File: src/sfa_pkg.sv
package sfa_pkg;

  localparam int FRAME_DEPTH = 32;
  localparam int IDX_W       = $clog2(FRAME_DEPTH);
  localparam int ADDR_W      = IDX_W + 1;
  localparam int BYTE_W      = 8;
  localparam int CFG_LEN_W   = 5;
  localparam int CMP_W       = (IDX_W > CFG_LEN_W) ? IDX_W : CFG_LEN_W;
  localparam int CFG_IDX_W   = 2;
  localparam int CFG_DATA_W  = 8;

  localparam logic [15:0] CRC_INIT = 16'hFFFF;
  localparam logic [15:0] CRC_POLY = 16'hA001;
  localparam logic [CFG_LEN_W-1:0] MIN_CHECK_FLOOR = CFG_LEN_W'(3);

  localparam logic [BYTE_W-1:0]    DELIM_RST  = 8'h0A;
  localparam logic [BYTE_W-1:0]    MARKER_RST = 8'hFE;
  localparam logic [CFG_LEN_W-1:0] MINCHK_RST = CFG_LEN_W'(7);
  localparam logic [CFG_LEN_W-1:0] FLUSH_RST  = CFG_LEN_W'(31);

  typedef enum logic [1:0] {
    CAUSE_DELIM = 2'd0,
    CAUSE_CRC   = 2'd1,
    CAUSE_LEN   = 2'd2
  } cause_e;

  typedef enum logic [CFG_IDX_W-1:0] {
    REG_DELIM  = 2'd0,
    REG_MARKER = 2'd1,
    REG_MINCHK = 2'd2,
    REG_FLUSH  = 2'd3
  } cfg_reg_e;

  typedef enum logic {
    BK_IDLE,
    BK_DRAIN
  } back_state_e;

  // closed frame handed from front to back
  typedef struct packed {
    logic             bank;
    logic [IDX_W-1:0] len;
    cause_e           cause;
  } desc_t;

  // back tells front that a buffer is drained
  typedef struct packed {
    logic valid;
    logic bank;
  } release_t;

  function automatic logic [15:0] crc_feed(logic [15:0] crc, logic [BYTE_W-1:0] b);
    logic [15:0] c;
    c = crc ^ {8'h00, b};
    for (int i = 0; i < 8; i++) begin
      if (c[0]) begin
        c = (c >> 1) ^ CRC_POLY;
      end else begin
        c = c >> 1;
      end
    end
    return c;
  endfunction

endpackage

File: src/sfa_frame_mem.sv
module sfa_frame_mem
  import sfa_pkg::*;
(
  input  logic              clk_i,
  input  logic              we_i,
  input  logic [ADDR_W-1:0] waddr_i,
  input  logic [BYTE_W-1:0] wdata_i,
  input  logic              re_i,
  input  logic [ADDR_W-1:0] raddr_i,
  output logic [BYTE_W-1:0] rdata_o
);

  logic [BYTE_W-1:0] mem [2*FRAME_DEPTH];
  logic [BYTE_W-1:0] rdata_q;

  always_ff @(posedge clk_i) begin
    if (we_i) begin
      mem[waddr_i] <= wdata_i;
    end
  end

  // read register only moves on a read, so it holds under output stall
  always_ff @(posedge clk_i) begin
    if (re_i) begin
      rdata_q <= mem[raddr_i];
    end
  end

  assign rdata_o = rdata_q;

endmodule

File: src/sfa_desc_fifo.sv
module sfa_desc_fifo
  import sfa_pkg::*;
(
  input  logic  clk_i,
  input  logic  rst_ni,
  input  logic  push_i,
  input  desc_t wdata_i,
  input  logic  pop_i,
  output desc_t rdata_o,
  output logic  empty_o,
  output logic  full_o
);

  desc_t      slot_q [2];
  logic       wptr_q, wptr_d;
  logic       rptr_q, rptr_d;
  logic [1:0] cnt_q, cnt_d;

  always_comb begin
    wptr_d = push_i ? ~wptr_q : wptr_q;
    rptr_d = pop_i ? ~rptr_q : rptr_q;
    cnt_d  = cnt_q + {1'b0, push_i} - {1'b0, pop_i};
  end

  always_ff @(posedge clk_i or negedge rst_ni) begin
    if (!rst_ni) begin
      wptr_q <= 1'b0;
      rptr_q <= 1'b0;
      cnt_q  <= 2'd0;
    end else begin
      wptr_q <= wptr_d;
      rptr_q <= rptr_d;
      cnt_q  <= cnt_d;
    end
  end

  always_ff @(posedge clk_i) begin
    if (push_i) begin
      slot_q[wptr_q] <= wdata_i;
    end
  end

  assign rdata_o = slot_q[rptr_q];
  assign empty_o = (cnt_q == 2'd0);
  assign full_o  = (cnt_q == 2'd2);

endmodule

File: src/sfa_front.sv
module sfa_front
  import sfa_pkg::*;
(
  input  logic                  clk_i,
  input  logic                  rst_ni,
  input  logic                  cfg_we_i,
  input  logic [CFG_IDX_W-1:0]  cfg_idx_i,
  input  logic [CFG_DATA_W-1:0] cfg_data_i,
  input  logic                  in_valid_i,
  output logic                  in_ready_o,
  input  logic [BYTE_W-1:0]     in_byte_i,
  input  logic                  fifo_full_i,
  output logic                  push_o,
  output desc_t                 desc_o,
  input  release_t              rel_i,
  output logic                  mem_we_o,
  output logic [ADDR_W-1:0]     mem_waddr_o
);

  logic [BYTE_W-1:0]    delim_q, marker_q;
  logic [CFG_LEN_W-1:0] minchk_q, flush_q;

  logic [IDX_W-1:0]  len_q, len_d;
  logic [15:0]       crc_q, crc_d;
  logic [BYTE_W-1:0] first_q, first_d;
  logic [BYTE_W-1:0] b1_q, b2_q;
  logic              bank_q, bank_d;
  logic [1:0]        busy_q, busy_d;

  logic              accept;
  logic [IDX_W-1:0]  len_new;
  logic [15:0]       crc_new;
  logic [BYTE_W-1:0] first_b;
  logic [CFG_LEN_W-1:0] min_eff;
  logic [CMP_W-1:0]  len_cmp;
  logic              hit_delim, hit_crc, hit_len, close;
  cause_e            cause;

  // config registers
  always_ff @(posedge clk_i or negedge rst_ni) begin
    if (!rst_ni) begin
      delim_q  <= DELIM_RST;
      marker_q <= MARKER_RST;
      minchk_q <= MINCHK_RST;
      flush_q  <= FLUSH_RST;
    end else if (cfg_we_i) begin
      case (cfg_reg_e'(cfg_idx_i))
        REG_DELIM:  delim_q  <= cfg_data_i[BYTE_W-1:0];
        REG_MARKER: marker_q <= cfg_data_i[BYTE_W-1:0];
        REG_MINCHK: minchk_q <= cfg_data_i[CFG_LEN_W-1:0];
        REG_FLUSH:  flush_q  <= cfg_data_i[CFG_LEN_W-1:0];
        default: ;
      endcase
    end
  end

  assign in_ready_o = !busy_q[bank_q] && !fifo_full_i;
  assign accept     = in_valid_i && in_ready_o;

  always_comb begin
    len_new = len_q + IDX_W'(1);
    len_cmp = CMP_W'(len_new);
    first_b = (len_q == '0) ? in_byte_i : first_q;
    // byte two places back joins the CRC once the frame holds three bytes
    crc_new = (len_q >= IDX_W'(2)) ? crc_feed(crc_q, b2_q) : crc_q;
    min_eff = (minchk_q < MIN_CHECK_FLOOR) ? MIN_CHECK_FLOOR : minchk_q;

    hit_delim = (in_byte_i == delim_q) && (first_b != marker_q);
    hit_crc   = (len_cmp >= CMP_W'(min_eff)) && (b1_q == crc_new[7:0])
                && (in_byte_i == crc_new[15:8]);
    hit_len   = (len_cmp >= CMP_W'(flush_q)) || (len_new >= IDX_W'(FRAME_DEPTH - 1));

    close = hit_delim || hit_crc || hit_len;
    if (hit_delim) begin
      cause = CAUSE_DELIM;
    end else if (hit_crc) begin
      cause = CAUSE_CRC;
    end else begin
      cause = CAUSE_LEN;
    end
  end

  always_comb begin
    len_d   = len_q;
    crc_d   = crc_q;
    first_d = first_q;
    bank_d  = bank_q;
    busy_d  = busy_q;
    if (rel_i.valid) begin
      busy_d[rel_i.bank] = 1'b0;
    end
    if (accept) begin
      first_d = first_b;
      if (close) begin
        len_d  = '0;
        crc_d  = CRC_INIT;
        bank_d = ~bank_q;
        busy_d[bank_q] = 1'b1;
      end else begin
        len_d = len_new;
        crc_d = crc_new;
      end
    end
  end

  always_ff @(posedge clk_i or negedge rst_ni) begin
    if (!rst_ni) begin
      len_q  <= '0;
      crc_q  <= CRC_INIT;
      bank_q <= 1'b0;
      busy_q <= 2'b00;
    end else begin
      len_q  <= len_d;
      crc_q  <= crc_d;
      bank_q <= bank_d;
      busy_q <= busy_d;
    end
  end

  always_ff @(posedge clk_i) begin
    first_q <= first_d;
    if (accept) begin
      b1_q <= in_byte_i;
      b2_q <= b1_q;
    end
  end

  assign mem_we_o     = accept;
  assign mem_waddr_o  = {bank_q, len_q};
  assign push_o       = accept && close;
  assign desc_o.bank  = bank_q;
  assign desc_o.len   = len_new;
  assign desc_o.cause = cause;

endmodule

File: src/sfa_back.sv
module sfa_back
  import sfa_pkg::*;
(
  input  logic              clk_i,
  input  logic              rst_ni,
  input  logic              fifo_empty_i,
  input  desc_t             desc_i,
  output logic              pop_o,
  output logic              mem_re_o,
  output logic [ADDR_W-1:0] mem_raddr_o,
  output release_t          rel_o,
  output logic              out_valid_o,
  input  logic              out_ready_i,
  output logic              out_last_o,
  output cause_e            out_cause_o
);

  back_state_e      state_q, state_d;
  desc_t            desc_q;
  logic [IDX_W-1:0] idx_q;
  logic             valid_q;
  logic             last_q;
  cause_e           cause_q;

  logic issue_ok, issue, is_last;

  assign issue_ok = !valid_q || out_ready_i;
  assign is_last  = (idx_q == desc_q.len - IDX_W'(1));

  always_comb begin
    state_d = state_q;
    case (state_q)
      BK_IDLE: begin
        if (!fifo_empty_i) begin
          state_d = BK_DRAIN;
        end
      end
      BK_DRAIN: begin
        if (issue_ok && is_last) begin
          state_d = BK_IDLE;
        end
      end
      default: state_d = BK_IDLE;
    endcase
  end

  always_comb begin
    pop_o       = 1'b0;
    issue       = 1'b0;
    rel_o.valid = 1'b0;
    rel_o.bank  = desc_q.bank;
    case (state_q)
      BK_IDLE: begin
        pop_o = !fifo_empty_i;
      end
      BK_DRAIN: begin
        issue = issue_ok;
        // buffer is free once its last byte sits in the read register
        rel_o.valid = issue_ok && is_last;
      end
      default: ;
    endcase
  end

  assign mem_re_o    = issue;
  assign mem_raddr_o = {desc_q.bank, idx_q};

  always_ff @(posedge clk_i or negedge rst_ni) begin
    if (!rst_ni) begin
      state_q <= BK_IDLE;
      valid_q <= 1'b0;
    end else begin
      state_q <= state_d;
      if (issue) begin
        valid_q <= 1'b1;
      end else if (out_ready_i) begin
        valid_q <= 1'b0;
      end
    end
  end

  always_ff @(posedge clk_i) begin
    if (pop_o) begin
      desc_q <= desc_i;
      idx_q  <= '0;
    end else if (issue) begin
      idx_q <= idx_q + IDX_W'(1);
    end
    if (issue) begin
      last_q  <= is_last;
      cause_q <= desc_q.cause;
    end
  end

  assign out_valid_o = valid_q;
  assign out_last_o  = last_q;
  assign out_cause_o = cause_q;

endmodule

File: src/serial_frame_assembler_modbus_crc.sv
// Serial frame assembler with Modbus RTU CRC-16 framing. Received bytes enter
// one per cycle and are written into one of two frame buffers. A frame closes on
// the delimiter (unless its first byte is the binary marker), on a matching
// CRC-16/MODBUS trailer (low byte first) once the frame is min_check_length
// long (at least 3), or on reaching flush_length or FRAME_DEPTH - 1 bytes.
// The closed frame then comes out byte by byte with tlast on its final byte and
// the close cause in tuser. Input takes one byte per cycle while s_axis_tready
// is high; output is paced by m_axis_tready and the single read port of the
// frame memory. The input stalls only while both buffers hold frames whose
// last byte has not yet been read out of the frame memory. Configuration must
// be written only while the block is idle; the block does not enforce this.
module serial_frame_assembler_modbus_crc
  import sfa_pkg::*;
(
  input  logic                  clk_i,
  input  logic                  rst_ni,
  input  logic                  cfg_we_i,
  input  logic [CFG_IDX_W-1:0]  cfg_idx_i,
  input  logic [CFG_DATA_W-1:0] cfg_data_i,
  input  logic                  s_axis_tvalid,
  output logic                  s_axis_tready,
  input  logic [7:0]            s_axis_tdata,   // [7:0] rx_byte
  output logic                  m_axis_tvalid,
  input  logic                  m_axis_tready,
  output logic [7:0]            m_axis_tdata,   // [7:0] frame_byte
  output logic                  m_axis_tlast,
  output logic [1:0]            m_axis_tuser    // [1:0] close_cause
);

  logic              fifo_full, fifo_empty, push, pop;
  desc_t             desc_in, desc_out;
  release_t          rel;
  logic              mem_we, mem_re;
  logic [ADDR_W-1:0] mem_waddr, mem_raddr;
  cause_e            out_cause;

  sfa_front u_front (
    .clk_i       (clk_i),
    .rst_ni      (rst_ni),
    .cfg_we_i    (cfg_we_i),
    .cfg_idx_i   (cfg_idx_i),
    .cfg_data_i  (cfg_data_i),
    .in_valid_i  (s_axis_tvalid),
    .in_ready_o  (s_axis_tready),
    .in_byte_i   (s_axis_tdata),
    .fifo_full_i (fifo_full),
    .push_o      (push),
    .desc_o      (desc_in),
    .rel_i       (rel),
    .mem_we_o    (mem_we),
    .mem_waddr_o (mem_waddr)
  );

  sfa_desc_fifo u_fifo (
    .clk_i   (clk_i),
    .rst_ni  (rst_ni),
    .push_i  (push),
    .wdata_i (desc_in),
    .pop_i   (pop),
    .rdata_o (desc_out),
    .empty_o (fifo_empty),
    .full_o  (fifo_full)
  );

  sfa_frame_mem u_mem (
    .clk_i   (clk_i),
    .we_i    (mem_we),
    .waddr_i (mem_waddr),
    .wdata_i (s_axis_tdata),
    .re_i    (mem_re),
    .raddr_i (mem_raddr),
    .rdata_o (m_axis_tdata)
  );

  sfa_back u_back (
    .clk_i        (clk_i),
    .rst_ni       (rst_ni),
    .fifo_empty_i (fifo_empty),
    .desc_i       (desc_out),
    .pop_o        (pop),
    .mem_re_o     (mem_re),
    .mem_raddr_o  (mem_raddr),
    .rel_o        (rel),
    .out_valid_o  (m_axis_tvalid),
    .out_ready_i  (m_axis_tready),
    .out_last_o   (m_axis_tlast),
    .out_cause_o  (out_cause)
  );

  assign m_axis_tuser = out_cause;

endmodule

File: config.mk
export PLATFORM = sky130hd
export DESIGN_NAME = serial_frame_assembler_modbus_crc
export DESIGN_NICKNAME = d
export VERILOG_FILES = /design/src/sfa_pkg.sv /design/src/sfa_frame_mem.sv /design/src/sfa_desc_fifo.sv /design/src/sfa_front.sv /design/src/sfa_back.sv /design/src/serial_frame_assembler_modbus_crc.sv
export SDC_FILE = /design/constraint.sdc
export NUM_CORES = 1
export LEC_CHECK = 0
export BUFFER_PORTS_ARGS = -buffer_cell sky130_fd_sc_hd__buf_2
export CAP_MARGIN = 20
export CORE_UTILIZATION = 57
export DETAILED_ROUTE_END_ITERATION = 8
export PLACE_DENSITY = 0.75
export SYNTH_ARGS = -nofsm -noshare
export SYNTH_HDL_FRONTEND = slang
export SYNTH_HIERARCHICAL = 1
export SYNTH_SLANG_ARGS = --single-unit
File: constraint.sdc
create_clock -name clk_i -period 4.5 [get_ports clk_i]
set_input_delay 0.9 -clock clk_i [delete_from_list [all_inputs] [get_ports clk_i]]
set_output_delay 0.9 -clock clk_i [all_outputs]
set_load 0.01 [all_outputs]
==> run metrics <==
outcome=complete, no violations; Synth Area in Compound Gates=0.03441; global-route wire length before repair=85740 um; RSZ-0062 raised after global routing=false; main combinational cell family by area after synthesis=multiplexers; Avg Synthesized Cell Area=18.90 um2; worst-path maximum fanout=14; Top FF cell, synth=edfxtp_1; grt ovf=0; clock sink count=632; all-layer global routing usage=0.2508; Synth area leaders=edfxtp_1 66%, mux4_2 11%, dfstp_2 3.3%; final wirelength=56630 um; sequential fraction of the synthesis area=0.7198; Worst-path clk slew=0.06 ns; critical path class=flop to flop; IO Pins=36; Final #Nets=1514; Hold Crit Class=flop to flop; R2R cell count=12; share of flip-flops with an asynchronous set or reset=0.08861; crit path DAT=4.34 ns; most frequent cells in the layout=571 x edfxtp_1, 126 x mux4_2, 92 x nor2_1, 61 x clkbuf_16, 61 x buf_4; Antenna Cells=0; antenna viol nets, final=0; Initial Util=0.5821; Vias=13.48k; VDD IR max=572.9 uV; DPL Wire Length=35050 um; H-tree lvl count=2; syn nets=1414; Root Buffer Master=clkbuf_16; Max Cap Viol=0; wire length per cell=26.80 um; final worst path period share=0.9010; CP top delay family=compound AO/OA/AOI/OAI gates; fillers=2956; reg2reg start=u_front/len_q[0]; Layout area overhead=11.15%; Placeable Area=44610 um2; number of port buffers=35; start point of the worst min-delay path=u_back/desc_q[1]; initial antenna violation count=2; post-synth top area share=0.6604; Post-Synthesis Cells=1374; Seq. cell area=18700 um2; Hold Path Sink=u_back/out_cause_o[1]; vias per inst=6.380; worst path cell trace=ha_1, nand3_1, xnor2_1, ha_1, o21ai_0, a21oi_1, o22ai_1, or4_1, o41ai_4, o21ai_0, inv_1, and2_1; largest net degree at the start of global routing=70; delay of the slowest critical-path stage=0.60 ns; EDFF count, synth=571; yosys warns=6; drt first pass iters=5; CTS tree=built; Die H=215.4 um; crit end category=flop; commonest non-fill, non-tap cell in the layout=edfxtp_1; post-route setup TNS=0 ns; clk_skew=0.03231 ns; slowest cell on the critical path=or4_1; clock latency on the worst-skew pair=0.63 ns; Synth cell types=70; setup bufs post-CTS=0; critical path launch point type=flop; Die X=215.4 um; Crit Reg-Reg Endpoint=u_fifo/slot_q[1][4]; Synth Area in XOR/XNOR=0.02901; post-route setup slack=0.4456 ns; Worst-Margin Slew=1.163 ns; area leader, netlist=edfxtp_1; multi-input logic area=6784 um2; synthesized-area fraction occupied by and/or/nand/nor cells=0.04390; number of CTS-inserted buffers=61; # setup viols final=0; post-layout minimum cycle time=4.054 ns; Hold-fix buffers, CTS=0; worst path bufs/invs=1; Max Clock Freq=246.6 MHz; mux contribution to synthesized area=0.1458; Die ar.=46410 um2; floorplan row count=77; RePlAce Congestion=0.8471; initial drt markers=1420; WHS Path Cells=0; clk buf depth=3; fraction of the mapped netlist area in adder cells=0.008192; vias in the first global route=13.56k; Leakage=9.554 nW; Synth Cell Area=25960 um2; Slew Viols, Final=0; drt drc=0; PD cells=611.9 nW/um2; setup slack, reg-to-reg=0.45 ns; data required time of the worst path=4.79 ns; Yosys reg bits=632; layout cells sized above 1=0.2702; final hold violations=0; pre-CTS setup slack=0.3455 ns; Max-slew headroom=0.2236
[metrics by stage]
stage,power (mW),cells,util,hold slack [ns],area (um2)
CTS,17.73,2111,0.6466,0.4184,28840
finish,17.66,2113,0.6470,0.4109,28860
global placement,12.84,2001,0.6051,0.4050,26990
global route,18.37,2113,0.6470,0.4303,28860
detailed placement,12.96,2001,0.6051,0.4097,26990
floorplan,11.51,1374,-,0.4003,25960
[flip-flops by register name, indices dropped and copies added, names as in the netlist, 7 cells and up]
name / count
u_front/crc_q: 16
u_front/delim_q: 8
u_front/b1_q: 8
u_fifo/slot_q: 16
u_mem/rdata_o: 8
u_front/first_q: 8
u_front/b2_q: 8
u_front/marker_q: 8
u_back/desc_q: 7
u_mem/mem: 512
[cells in the mapped netlist, drive strengths merged (3+ instances only)]
cell type,instances
edfxtp,571
mux4,126
nor2,92
mux2,53
buf,43
xnor2,36
xor2,36
nand2,34
dfstp,33
mux2i,32
inv,27
nand3,24
dfrtp,23
nor2b,22
clkbuf,19
ha,17
nor3,15
o21ai,14
o32a,12
a21oi,11
nand2b,11
o221ai,10
o22ai,10
nand3b,8
a211oi,7
nand4,7
nor4,7
a221oi,6
and2,6
a22o,5
dfxtp,5
a2bb2oi,4
a31oi,4
xnor3,4
a22oi,3
o2111ai,3
o21a,3
o2bb2ai,3
o41ai,3
[power by group]
group	leakage (nW)	switching (mW)	total, mW	internal (mW)
registers	5.82	0.638	7.63	6.99
clock network	0.901	2.07	4.77	2.70
logic	2.84	2.76	5.25	2.50
[metal layers]
layer	up-vias	wire length [um]	global-route usage
met5	-	0	0
met4	0	1863	0.09527
met1	7019	22280	0.3469
met3	110	4372	0.03665
met2	635	28110	0.4092
li1	5716	-	-
[final cells by class]
type | count | area share
flip-flops and latches | 632 | 0.6481
multi-input cells | 653 | 0.2351
clock buffers | 89 | 0.05862
well taps | 592 | 0.02567
repair buffers | 99 | 0.02350
clock inverters | 21 | 0.005506
inverters | 27 | 0.003512
[worst max-delay path by stage]
stage | start | endpoint | cells past startpoint
floorplan | u_front/len_q[0] | u_fifo/slot_q[0][0] | 12
global placement | u_front/len_q[0] | u_fifo/slot_q[1][4] | 11
detailed placement | u_front/len_q[1] | u_fifo/slot_q[1][4] | 12
CTS | u_front/len_q[1] | u_fifo/slot_q[1][4] | 12
global route | u_front/len_q[1] | u_fifo/slot_q[1][4] | 12
finish | u_front/len_q[0] | u_fifo/slot_q[1][4] | 12
[kinds of logic after synthesis]
| kind of cell | after synthesis |
|---|---|
| XOR/XNOR | 77 |
| multiplexers | 211 |
| adder cells (fa/ha/maj) | 17 |
| buffers and inverters | 89 |
| AO/OA/AOI/OAI | 112 |
| AND/OR/NAND/NOR | 236 |
| flip-flops | 632 |
[repair_timing]
action,CTS,global route
resized for setup,0,2
endpoints found under the hold margin,0,0
setup endpoints to repair,0,8
No activity file was read; power rests on OpenSTA's default activity.
